==> src/rtl/core/prt_pkg.sv <==
// Package for the pending request table: sizes, codes and shared types.
package prt_pkg;

	// Table depth and derived widths
	localparam int SLOTS = 8;
	localparam int IDX_W = (SLOTS > 1) ? $clog2(SLOTS) : 1;
	localparam int CNT_W = $clog2(SLOTS + 1);

	// Field widths
	localparam int ADDR_W    = 16;
	localparam int MAC_W     = 64;
	localparam int OPCODE_W  = 8;
	localparam int CLUSTER_W = 16;
	localparam int VALUE_W   = 8;

	// Command codes
	typedef enum logic [1:0] {
		CMD_ISSUE   = 2'd0,
		CMD_RESP    = 2'd1,
		CMD_COLLECT = 2'd2,
		CMD_NOP     = 2'd3
	} cmd_t;

	// Slot phase codes
	typedef enum logic [1:0] {
		PH_FREE     = 2'd0,
		PH_ISSUED   = 2'd1,
		PH_ANSWERED = 2'd2,
		PH_UNUSED   = 2'd3
	} phase_t;

	// Request fields kept per slot
	typedef struct packed {
		logic [ADDR_W-1:0]    addr;
		logic [MAC_W-1:0]     mac;
		logic [OPCODE_W-1:0]  opcode;
		logic [CLUSTER_W-1:0] cluster;
	} slot_req_t;

	// Write controls into the slot store
	typedef struct packed {
		logic             req_we;
		logic             val_we;
		logic [IDX_W-1:0] addr;
	} slot_wr_t;

endpackage

==> src/rtl/core/pending_request_table.sv <==
// Pending request table top level: slot scan sequencer and phase tracking.
//
// Usage: drive command and its fields with start high while busy is low; the
// beat is taken at that edge. Commands: issue fills the lowest free slot,
// response marks the lowest issued slot whose opcode, cluster and address
// match, collect returns and frees the lowest answered slot.
// One result beat per command appears on done_res, out_mac and out_value
// for exactly one cycle with strobe high; the receiver cannot stall it.
// Slots are scanned one per cycle through the shared compare unit behind
// a registered slot read; a scan stops at the first matching slot, and a
// command that finds nothing (or the unused code) scans every slot.
// busy drops in the cycle the result is shown, so the next command can be
// accepted while strobe is high; no command is taken while a scan runs.
// Reset (arst_n low) frees every slot and clears the sequencer; slot data
// is not cleared and is only read after being written.
module pending_request_table (
	input  logic                          clk,
	input  logic                          arst_n,
	input  logic                          start,
	output logic                          busy,
	input  logic [1:0]                    command,
	input  logic [prt_pkg::ADDR_W-1:0]    dest_addr,
	input  logic [prt_pkg::MAC_W-1:0]     node_mac,
	input  logic [prt_pkg::OPCODE_W-1:0]  op_code,
	input  logic [prt_pkg::CLUSTER_W-1:0] cluster_id,
	input  logic [prt_pkg::VALUE_W-1:0]   control_value,
	output logic                          strobe,
	output logic                          done_res,
	output logic [prt_pkg::MAC_W-1:0]     out_mac,
	output logic [prt_pkg::VALUE_W-1:0]   out_value
);
	import prt_pkg::*;

	typedef enum logic [1:0] {
		ST_IDLE = 2'b01,
		ST_SCAN = 2'b10
	} state_t;

	state_t             state_q;
	cmd_t               cmd_q;
	slot_req_t          req_q;
	logic [VALUE_W-1:0] value_q;
	logic [CNT_W-1:0]   cnt_q;
	logic [IDX_W-1:0]   idx_s1;
	logic               vld_s1;
	phase_t             phase_q [SLOTS];

	logic               strobe_q;
	logic               done_q;
	logic [MAC_W-1:0]   out_mac_q;
	logic [VALUE_W-1:0] out_value_q;

	slot_wr_t           wr;
	slot_req_t          rd_req;
	logic [VALUE_W-1:0] rd_value;
	logic               rd_en;
	logic               accept;
	logic               hit;
	logic               last;
	phase_t             cur_phase;

	assign accept = start && !busy;
	assign busy   = (state_q != ST_IDLE);
	assign rd_en  = (state_q == ST_SCAN) && (cnt_q < CNT_W'(SLOTS));

	// Shared compare unit: checks the slot read in the previous cycle
	always_comb begin
		cur_phase = phase_q[idx_s1];
		case (cmd_q)
			CMD_ISSUE:   hit = (cur_phase == PH_FREE);
			CMD_RESP:    hit = (cur_phase == PH_ISSUED) &&
				(rd_req.opcode == req_q.opcode) &&
				(rd_req.cluster == req_q.cluster) &&
				(rd_req.addr == req_q.addr);
			CMD_COLLECT: hit = (cur_phase == PH_ANSWERED);
			default:     hit = 1'b0;
		endcase
	end

	assign last = (idx_s1 == IDX_W'(SLOTS - 1));

	// Store writes on a hit
	always_comb begin
		wr.addr   = idx_s1;
		wr.req_we = vld_s1 && hit && (cmd_q == CMD_ISSUE);
		wr.val_we = vld_s1 && hit && (cmd_q == CMD_RESP);
	end

	prt_slot_mem u_mem (
		.clk      (clk),
		.wr       (wr),
		.wr_req   (req_q),
		.wr_value (value_q),
		.rd_en    (rd_en),
		.rd_addr  (cnt_q[IDX_W-1:0]),
		.rd_req   (rd_req),
		.rd_value (rd_value)
	);

	// Sequencer and scan pipeline
	always_ff @(posedge clk or negedge arst_n) begin
		if (!arst_n) begin
			state_q <= ST_IDLE;
			cnt_q   <= '0;
			vld_s1  <= 1'b0;
			idx_s1  <= '0;
		end else begin
			case (state_q)
				ST_IDLE: begin
					vld_s1 <= 1'b0;
					if (accept) begin
						state_q <= ST_SCAN;
						cnt_q   <= '0;
					end
				end
				ST_SCAN: begin
					idx_s1 <= cnt_q[IDX_W-1:0];
					vld_s1 <= rd_en;
					if (rd_en) begin
						cnt_q <= cnt_q + CNT_W'(1);
					end
					if (vld_s1 && (hit || last)) begin
						state_q <= ST_IDLE;
						vld_s1  <= 1'b0;
					end
				end
				default: begin
					state_q <= ST_IDLE;
					vld_s1  <= 1'b0;
				end
			endcase
		end
	end

	// Command beat capture
	always_ff @(posedge clk) begin
		if (accept) begin
			cmd_q          <= cmd_t'(command);
			req_q.addr     <= dest_addr;
			req_q.mac      <= node_mac;
			req_q.opcode   <= op_code;
			req_q.cluster  <= cluster_id;
			value_q        <= control_value;
		end
	end

	// Slot phases
	always_ff @(posedge clk or negedge arst_n) begin
		if (!arst_n) begin
			for (int i = 0; i < SLOTS; i++) begin
				phase_q[i] <= PH_FREE;
			end
		end else if (state_q == ST_SCAN && vld_s1 && hit) begin
			case (cmd_q)
				CMD_ISSUE:   phase_q[idx_s1] <= PH_ISSUED;
				CMD_RESP:    phase_q[idx_s1] <= PH_ANSWERED;
				CMD_COLLECT: phase_q[idx_s1] <= PH_FREE;
				default:     phase_q[idx_s1] <= phase_q[idx_s1];
			endcase
		end
	end

	// Result beat
	always_ff @(posedge clk or negedge arst_n) begin
		if (!arst_n) begin
			strobe_q <= 1'b0;
		end else begin
			strobe_q <= (state_q == ST_SCAN) && vld_s1 && (hit || last);
		end
	end

	always_ff @(posedge clk) begin
		if (state_q == ST_SCAN && vld_s1 && (hit || last)) begin
			done_q <= hit;
			if (hit && cmd_q == CMD_COLLECT) begin
				out_mac_q   <= rd_req.mac;
				out_value_q <= rd_value;
			end else begin
				out_mac_q   <= '0;
				out_value_q <= '0;
			end
		end
	end

	assign strobe    = strobe_q;
	assign done_res  = done_q;
	assign out_mac   = out_mac_q;
	assign out_value = out_value_q;

	// Result is shown only after the scan has ended
	a_strobe_idle: assert property (@(posedge clk) disable iff (!arst_n)
		strobe_q |-> state_q == ST_IDLE)
		else $error("result shown while scanning");

	// Only a collect returns data
	a_zero_data: assert property (@(posedge clk) disable iff (!arst_n)
		strobe_q && cmd_q != CMD_COLLECT |-> out_mac_q == '0 && out_value_q == '0)
		else $error("nonzero data on non-collect result");

	// Compare stage only runs during a scan
	a_vld_scan: assert property (@(posedge clk) disable iff (!arst_n)
		vld_s1 |-> state_q == ST_SCAN)
		else $error("compare stage valid outside scan");

	// Every accepted command yields a result after the scan
	a_one_result: assert property (@(posedge clk) disable iff (!arst_n)
		state_q == ST_SCAN ##1 state_q == ST_IDLE |-> strobe_q)
		else $error("scan ended without result");

endmodule

==> src/rtl/core/prt_slot_mem.sv <==
// Slot data store: request fields and control values, registered read.
module prt_slot_mem (
	input  logic                        clk,
	input  prt_pkg::slot_wr_t           wr,
	input  prt_pkg::slot_req_t          wr_req,
	input  logic [prt_pkg::VALUE_W-1:0] wr_value,
	input  logic                        rd_en,
	input  logic [prt_pkg::IDX_W-1:0]   rd_addr,
	output prt_pkg::slot_req_t          rd_req,
	output logic [prt_pkg::VALUE_W-1:0] rd_value
);
	import prt_pkg::*;

	slot_req_t          req_mem [SLOTS];
	logic [VALUE_W-1:0] val_mem [SLOTS];

	// Write port
	always_ff @(posedge clk) begin
		if (wr.req_we) begin
			req_mem[wr.addr] <= wr_req;
		end
		if (wr.val_we) begin
			val_mem[wr.addr] <= wr_value;
		end
	end

	// Registered read port
	always_ff @(posedge clk) begin
		if (rd_en) begin
			rd_req   <= req_mem[rd_addr];
			rd_value <= val_mem[rd_addr];
		end
	end

endmodule
==> config.mk <==
export PLATFORM = sky130hd
export DESIGN_NAME = pending_request_table
export DESIGN_NICKNAME = d
export VERILOG_FILES = /design/src/rtl/core/prt_pkg.sv /design/src/rtl/core/pending_request_table.sv /design/src/rtl/core/prt_slot_mem.sv
export SDC_FILE = /design/constraint.sdc
export NUM_CORES = 1
export LEC_CHECK = 0
export ABC_CLOCK_PERIOD_IN_PS = 9500
export BUFFER_PORTS_ARGS = -buffer_cell sky130_fd_sc_hd__buf_2
export CAP_MARGIN = 20
export CORE_MARGIN = 5
export CORE_UTILIZATION = 60
export CTS_CLUSTER_SIZE = 28
export DETAILED_ROUTE_END_ITERATION = 10
export PLACE_DENSITY = 0.78
export SYNTH_ARGS = -nofsm -noshare
export SYNTH_HDL_FRONTEND = slang
export SYNTH_SLANG_ARGS = --single-unit
==> constraint.sdc <==
create_clock -name clk -period 9.5 [get_ports clk]
set_clock_uncertainty 0.05 [all_clocks]
set_input_delay 1.425 -clock clk [delete_from_list [all_inputs] [get_ports clk]]
set_output_delay 1.425 -clock clk [all_outputs]
set_load 0.05 [all_outputs]
# After elaboration in Yosys (flattened, before gate mapping)
# Memory sizes are Yosys's and may differ from the RTL's. A register that Yosys moved wholly into a read port is not among the register bits.
# Cells that the tools add are included.
# word_totals
register_bits	214
mem_bits_rw	896
output_inout_bits	75
word_cells	92
memories	2
# classes
n_addsub	1
magnitude_cmp	3
eq_ne	14
mux	20
bitwise	9
reduce_logical	21
# mem_list
name	words	width	rd	rd_clocked_by_memory_dff	wr	line_no	source
u_mem.req_mem	8	104	1	1	1	prt_slot_mem.sv:14	slot_req_t req_mem [SLOTS];
u_mem.val_mem	8	8	1	1	1	prt_slot_mem.sv:15	logic [VALUE_W-1:0] val_mem [SLOTS];
# op_table
cell	n
$pmux 16 s3	1
$eq 16x16->1	2
$and 16x16->16	1
$and 8x8->8	2
$bwmux 16	1
$not 16->16	1
$not 8->8	2
$or 8x8->8	2
$logic_and 1x1->1	14
$mux 2	5
$eq 8x8->1	1
$mux 4	2
$pmux 4 s2	1
$bmux 2 s3	1
$demux 2 s3	1
$eq 2x1->1 const B	3
$eq 2x2->1 const B	3
$mux 1	6
$add 4x1->4 const B	1
$ge 4x4->1 const B	1
$logic_not 2->1	2
$lt 4x1->1 const B	1
$lt 4x4->1 const B	1
$ne 2x1->1 const B	2
10 further kinds	11

# Depth between registers and ports, before layout
# depth
ltp_word	13
ltp_mapped	11
mapped_depth_nobuf	8

# Modules after synthesis
# Synthesis repeated with hierarchy kept, for this count alone.
# unflattened
cells_unflattened	1919
hier_area_um2	45486.1
# by_module_without_submodules
mod	n_inst	cells_per_inst	area_each_um2	seq_area_each_um2
prt_slot_mem	1	1429	37340.8	30269.0
pending_request_table	1	490	8145.3	6292.3

# Worst setup path before layout
# OpenSTA, ideal clock, no wires.
# synth_timing
path_type	flip-flop to flip-flop
startpoint	register idx_s1[1]
endpoint	register done_q (netlist: done_res), enable pin
arrival_time_ps	5863
setup_slack_ps	3057
stages_incl_launch_ff	10
n_path_buf	3
synth_period_minus_slack_ps	6443
cell_sequence	dfrtp_1 -> buf_6 -> mux2_4 -> a221o_1 -> a222oi_1 -> nand4_1 -> o31a_1 -> buf_6 -> clkbuf_1 -> a21oi_1
# synth_between
elab_chain_len	11
# synth_lines
item	line_no	source
start, declared	pending_request_table.sv:44	logic [IDX_W-1:0] idx_s1;
start signal, assigned	pending_request_table.sv:117	idx_s1 <= cnt_q[IDX_W-1:0];
$not 3->4 (implied by the code)	pending_request_table.sv:68	cur_phase = phase_q[idx_s1];
$bmux 2 s3	pending_request_table.sv:68	
$mux 2 (implied by the code) (2 in series)	pending_request_table.sv:68	
$eq 2x1->1	pending_request_table.sv:71	CMD_RESP: hit = (cur_phase == PH_ISSUED) &&
$logic_and 1x1->1	pending_request_table.sv:71	
$logic_and 1x1->1	pending_request_table.sv:72	(rd_req.opcode == req_q.opcode) &&
$logic_and 1x1->1	pending_request_table.sv:73	(rd_req.cluster == req_q.cluster) &&
$pmux 1 s3	pending_request_table.sv:69	case (cmd_q)
$logic_or 1x1->1 *	pending_request_table.sv:173	if (state_q == ST_SCAN && vld_s1 && (hit || last)) begin
$logic_and 1x1->1 *	pending_request_table.sv:173	
end signal, assigned	pending_request_table.sv:174	done_q <= hit;
end, declared	pending_request_table.sv:49	logic done_q;
# Mark *: on every way between the ends. The rest lies on a longest branch, timed or not. The select of a mux whose other input is x is not followed.
# A chain may end at the register's enable or synchronous reset.

# Worst setup path after layout
# layout_timing
startpoint	register idx_s1[1]
endpoint	memory u_mem.req_mem[6][20] (netlist name), enable pin
# layout_between
elab_chain_len	13
# layout_lines
item	line_no	source
$not 3->4 (implied by the code)	pending_request_table.sv:68	
$bmux 2 s3	pending_request_table.sv:68	
$mux 2 (implied by the code) (2 in series)	pending_request_table.sv:68	
$eq 2x1->1	pending_request_table.sv:71	
$logic_and 1x1->1	pending_request_table.sv:71	
$logic_and 1x1->1	pending_request_table.sv:72	
$logic_and 1x1->1	pending_request_table.sv:73	
$pmux 1 s3	pending_request_table.sv:69	
$logic_and 1x1->1 (2 in series)	pending_request_table.sv:85	wr.req_we = vld_s1 && hit && (cmd_q == CMD_ISSUE);
$mux 1	prt_slot_mem.sv:19	if (wr.req_we) begin
$mux 1 (implied by the code)	prt_slot_mem.sv:20	req_mem[wr.addr] <= wr_req;
end, declared	prt_slot_mem.sv:14	
# Parallel ways exist; a longest one is shown, timed or not. The select of a mux whose other input is x is not followed.

==> results.json <==
{
  "status": "complete, no violations",
  "dieArea_sq_um": 80530,
  "core_sq_um": 74450,
  "overflow": 0,
  "synth_warnings": 0,
  "crit_type": "reg2reg",
  "hold_viol_final": 0,
  "max_slew_margin_pct": 27.54,
  "drive_gt1_share_pct": 32.96,
  "fin_cells": 3230,
  "routed_wl_microns": 91440,
  "syn-cell-area_sq_um": 44970,
  "worst_pin_slew_ps": 1084,
  "postCtsHoldBufs": 0,
  "slew_violations": 0,
  "r2r_start": "idx_s1[1]",
  "vias": 20170,
  "grt_max_degree": 110,
  "pwr-share-clk_pct": 43.6,
  "power.switching_w": 0.001970,
  "cts_resized": 0,
  "die_h_microns": 283.8,
  "crit_required_ps": 9750,
  "via_per_inst": 6.245,
  "drtAntennaViolNets": 0,
  "setup_tns_ps": 0,
  "rsz0062_at_grt": "false",
  "final_cell_mix": "edfxtp_1 (1,195), mux4_2 (225), buf_2 (191), clkbuf_16 (114), mux2_2 (112)",
  "cap_viol_max_count": 0,
  "path_max_fanout": 57,
  "die_w_microns": 283.8,
  "clkSlewWorstSetupHoldPaths_ps": 60,
  "cts_sinks": 1222,
  "p_comb_share_pct": 0.3,
  "clock_latency_ps": 700,
  "grt_usage_pct": 22.84,
  "hold_depth": 1,
  "hp-start": "u_mem.rd_req[59]",
  "ys_ff_latch": 1222,
  "seqPwrFrac_pct": 56.0,
  "ys_seq_area_share_pct": 81.30,
  "finalNetCount": 2282,
  "cts_root_buf": "clkbuf_16",
  "firstDrtPassIters": 6,
  "fmax_ghz": 0.1667,
  "slowest_delay_ps": 830,
  "io_pins": 192,
  "finalCritPeriodShare_pct": 63.16,
  "worstSetupEndpointType": "flop",
  "antenna_found_initial": 5,
  "place_inst": 3016,
  "powerDensity_nw_per_um2": 204.5,
  "vdd_ir_drop_max_mv": 0.1652,
  "grt_pass1_vias": 21260,
  "finalSetupViolCount": 0,
  "synth-edff-count": 1195,
  "start_util_pct": 60.41,
  "critical_path_depth": 9,
  "cp.arrival_ps": 6250,
  "drt_iter0_drc": 2364,
  "synth_cell_types": 46,
  "syn-num-nets": 2031,
  "cts_setup_buffers": 0,
  "worstPathCellList": "mux2_4 > a221o_1 > a222oi_1 > nand4_1 > o31a_1 > or3_1 > nor2_4 > buf_4 > buf_4",
  "portBuffers": 191,
  "std_cell_rows": 100,
  "leakagePower_nw": 16.40,
  "async_flop_share_pct": 2.209,
  "critPathTopFamily": "compound AO/OA/AOI/OAI gates",
  "avgRoutedWirePerCell_microns": 28.31,
  "fillers": 4208,
  "timing.rr.end": "u_mem.req_mem[6][20]",
  "cts_buffer_depth": 3,
  "cts_tree": "built",
  "critPathLaunchType": "flop",
  "final_common_cell": "edfxtp_1",
  "internal_power_w": 0.008442,
  "cp_num_buf_inv": 2,
  "slowest_stage": "buf_4",
  "holdPathEnd": "out_mac[35]",
  "synth_area_per_cell_sq_um": 23.51,
  "gp_congestion": 0.8129,
  "synth_flop_cell": "edfxtp_1",
  "h-tree-depth": 3,
  "reg2regPathDepth": 9,
  "critPathMostFrequentCell": "buf_4",
  "syn_to_final_growth_pct": 13.23,
  "grt_pass1_wl_microns": 137500,
  "cts_buffers": 114,
  "postSynthCellCount": 1913,
  "p_sw_share_pct": 18.92,
  "hp-class": "reg2reg",
  "dpl.hpwl_microns": 47130,
  "drcViolationCount": 0,
  "fin_crit_ps": 6000,
  "r2r_slack_ps": 3500
}
==> Yosys cell counts (3+ instances only) <==
library cell	count	area, sq um
a2bb2oi_1	4	35.03
edfxtp_1	1195	35880
nor2_1	18	67.56
mux4_2	225	5067
nand3_1	5	25.02
a21oi_1	3	15.01
nand2_1	23	86.33
and2_1	73	456.7
buf_1	30	112.6
inv_1	6	22.52
xnor2_1	40	350.3
o21ai_0	7	35.03
nand2b_1	4	25.02
clkbuf_1	53	198.9
or3_1	3	18.77
o31ai_1	19	142.6
nand3b_1	3	22.52
dfrtp_1	26	650.6
buf_6	3	33.78
nor3_1	5	25.02
nor2_2	8	50.05
mux2i_1	3	30.03
nand4_1	11	68.82
mux2_2	112	1261
nor4_1	4	25.02
a21o_1	4	30.03
nor2b_1	3	18.77
o22ai_1	3	18.77
==> registers in the layout, indices dropped and copies added, names as in the netlist, named ones only <==
name            cells
vld_s1              1
cnt_q               4
out_value           8
done_res            1
state_q             2
value_q             8
u_mem.req_mem     832
idx_s1              3
strobe              1
req_q             104
u_mem.rd_req      104
out_mac            64
u_mem.val_mem      64
u_mem.rd_value      8
cmd_q               2
==> how the worst max path moves through the flow <==
| stage | from | endpoint |
|---|---|---|
| 3_3_place_gp | idx_s1[1] | u_mem.req_mem[3][33] |
| 3_5_place_dp | idx_s1[1] | u_mem.req_mem[3][81] |
| 6_report | idx_s1[1] | u_mem.req_mem[6][20] |
| 5_1_grt | idx_s1[1] | u_mem.req_mem[3][83] |
| 4_1_cts | idx_s1[1] | u_mem.req_mem[4][8] |
| 2_1_floorplan | idx_s1[1] | done_res |
==> logic make-up (layout without fill, tap and decap cells) <==
group | after synthesis | after routing | share of synthesized area (%)
xor gates and xnor gates | 42 | 42 | 0.8180
DFF | 1222 | 1222 | 81.30
other | 0 | 1 | 0
and+or+nand+nor | 165 | 165 | 2.073
adders and majority gates | 1 | 1 | 0.02782
AOI/OAI and AO/OA | 49 | 49 | 0.7791
muxes | 341 | 341 | 14.17
buffers and inverters | 93 | 440 | 0.8291
==> routing by layer <==
metal	wire length [microns]	share of wire (%)	vias to the layer above	track usage [%]
li1	-	-	8425	-
met2	47760	52	929	38.79
met4	1895	2.1	4	6.321
met1	35140	38	10670	31.06
met3	6618	7.2	139	4.353
met5	23	0.025	-	0
==> through the flow <==
| stage | util [%] | worst slack, ps | power (W) | hold WS, ps | cell area (sq um) |
|---|---|---|---|---|---|
| detailed placement | 63.33 | 3616 | 0.005983 | 446.0 | 47150 |
| global placement | 63.30 | 3742 | 0.005983 | 432.5 | 47130 |
| CTS | 68.36 | 3560 | 0.01047 | 457.9 | 50890 |
| finish | 68.40 | 3500 | 0.01041 | 467.0 | 50920 |
| floorplan | - | 3057 | 0.005947 | 414.2 | 44970 |
| global route | 68.40 | 3228 | 0.01073 | 476.7 | 50920 |
==> cell type report <==
cell class | count | area (sq um) | share of cell area (%)
clock inverters | 76 | 810.8 | 1.592
flip-flops and latches | 1222 | 36570 | 71.82
multi-input cells | 598 | 8102 | 15.91
well taps | 969 | 1212 | 2.381
clock buffers | 136 | 2935 | 5.764
diodes | 1 | 2.502 | 0.004914
repair buffers | 222 | 1259 | 2.472
inverters | 6 | 27.53 | 0.05406
==> power groups by stage <==
stage	sequential (W)	clock (W)	combinational [W]
3_5_place_dp	0.00595	0	0.0000358
6_report	0.00583	0.00454	0.0000358
2_1_floorplan	0.00595	0	0.0000000694
4_1_cts	0.00583	0.00460	0.0000367
3_3_place_gp	0.00595	0	0.0000364
5_1_grt	0.00583	0.00486	0.0000384
(Power assumes the default switching activity.)
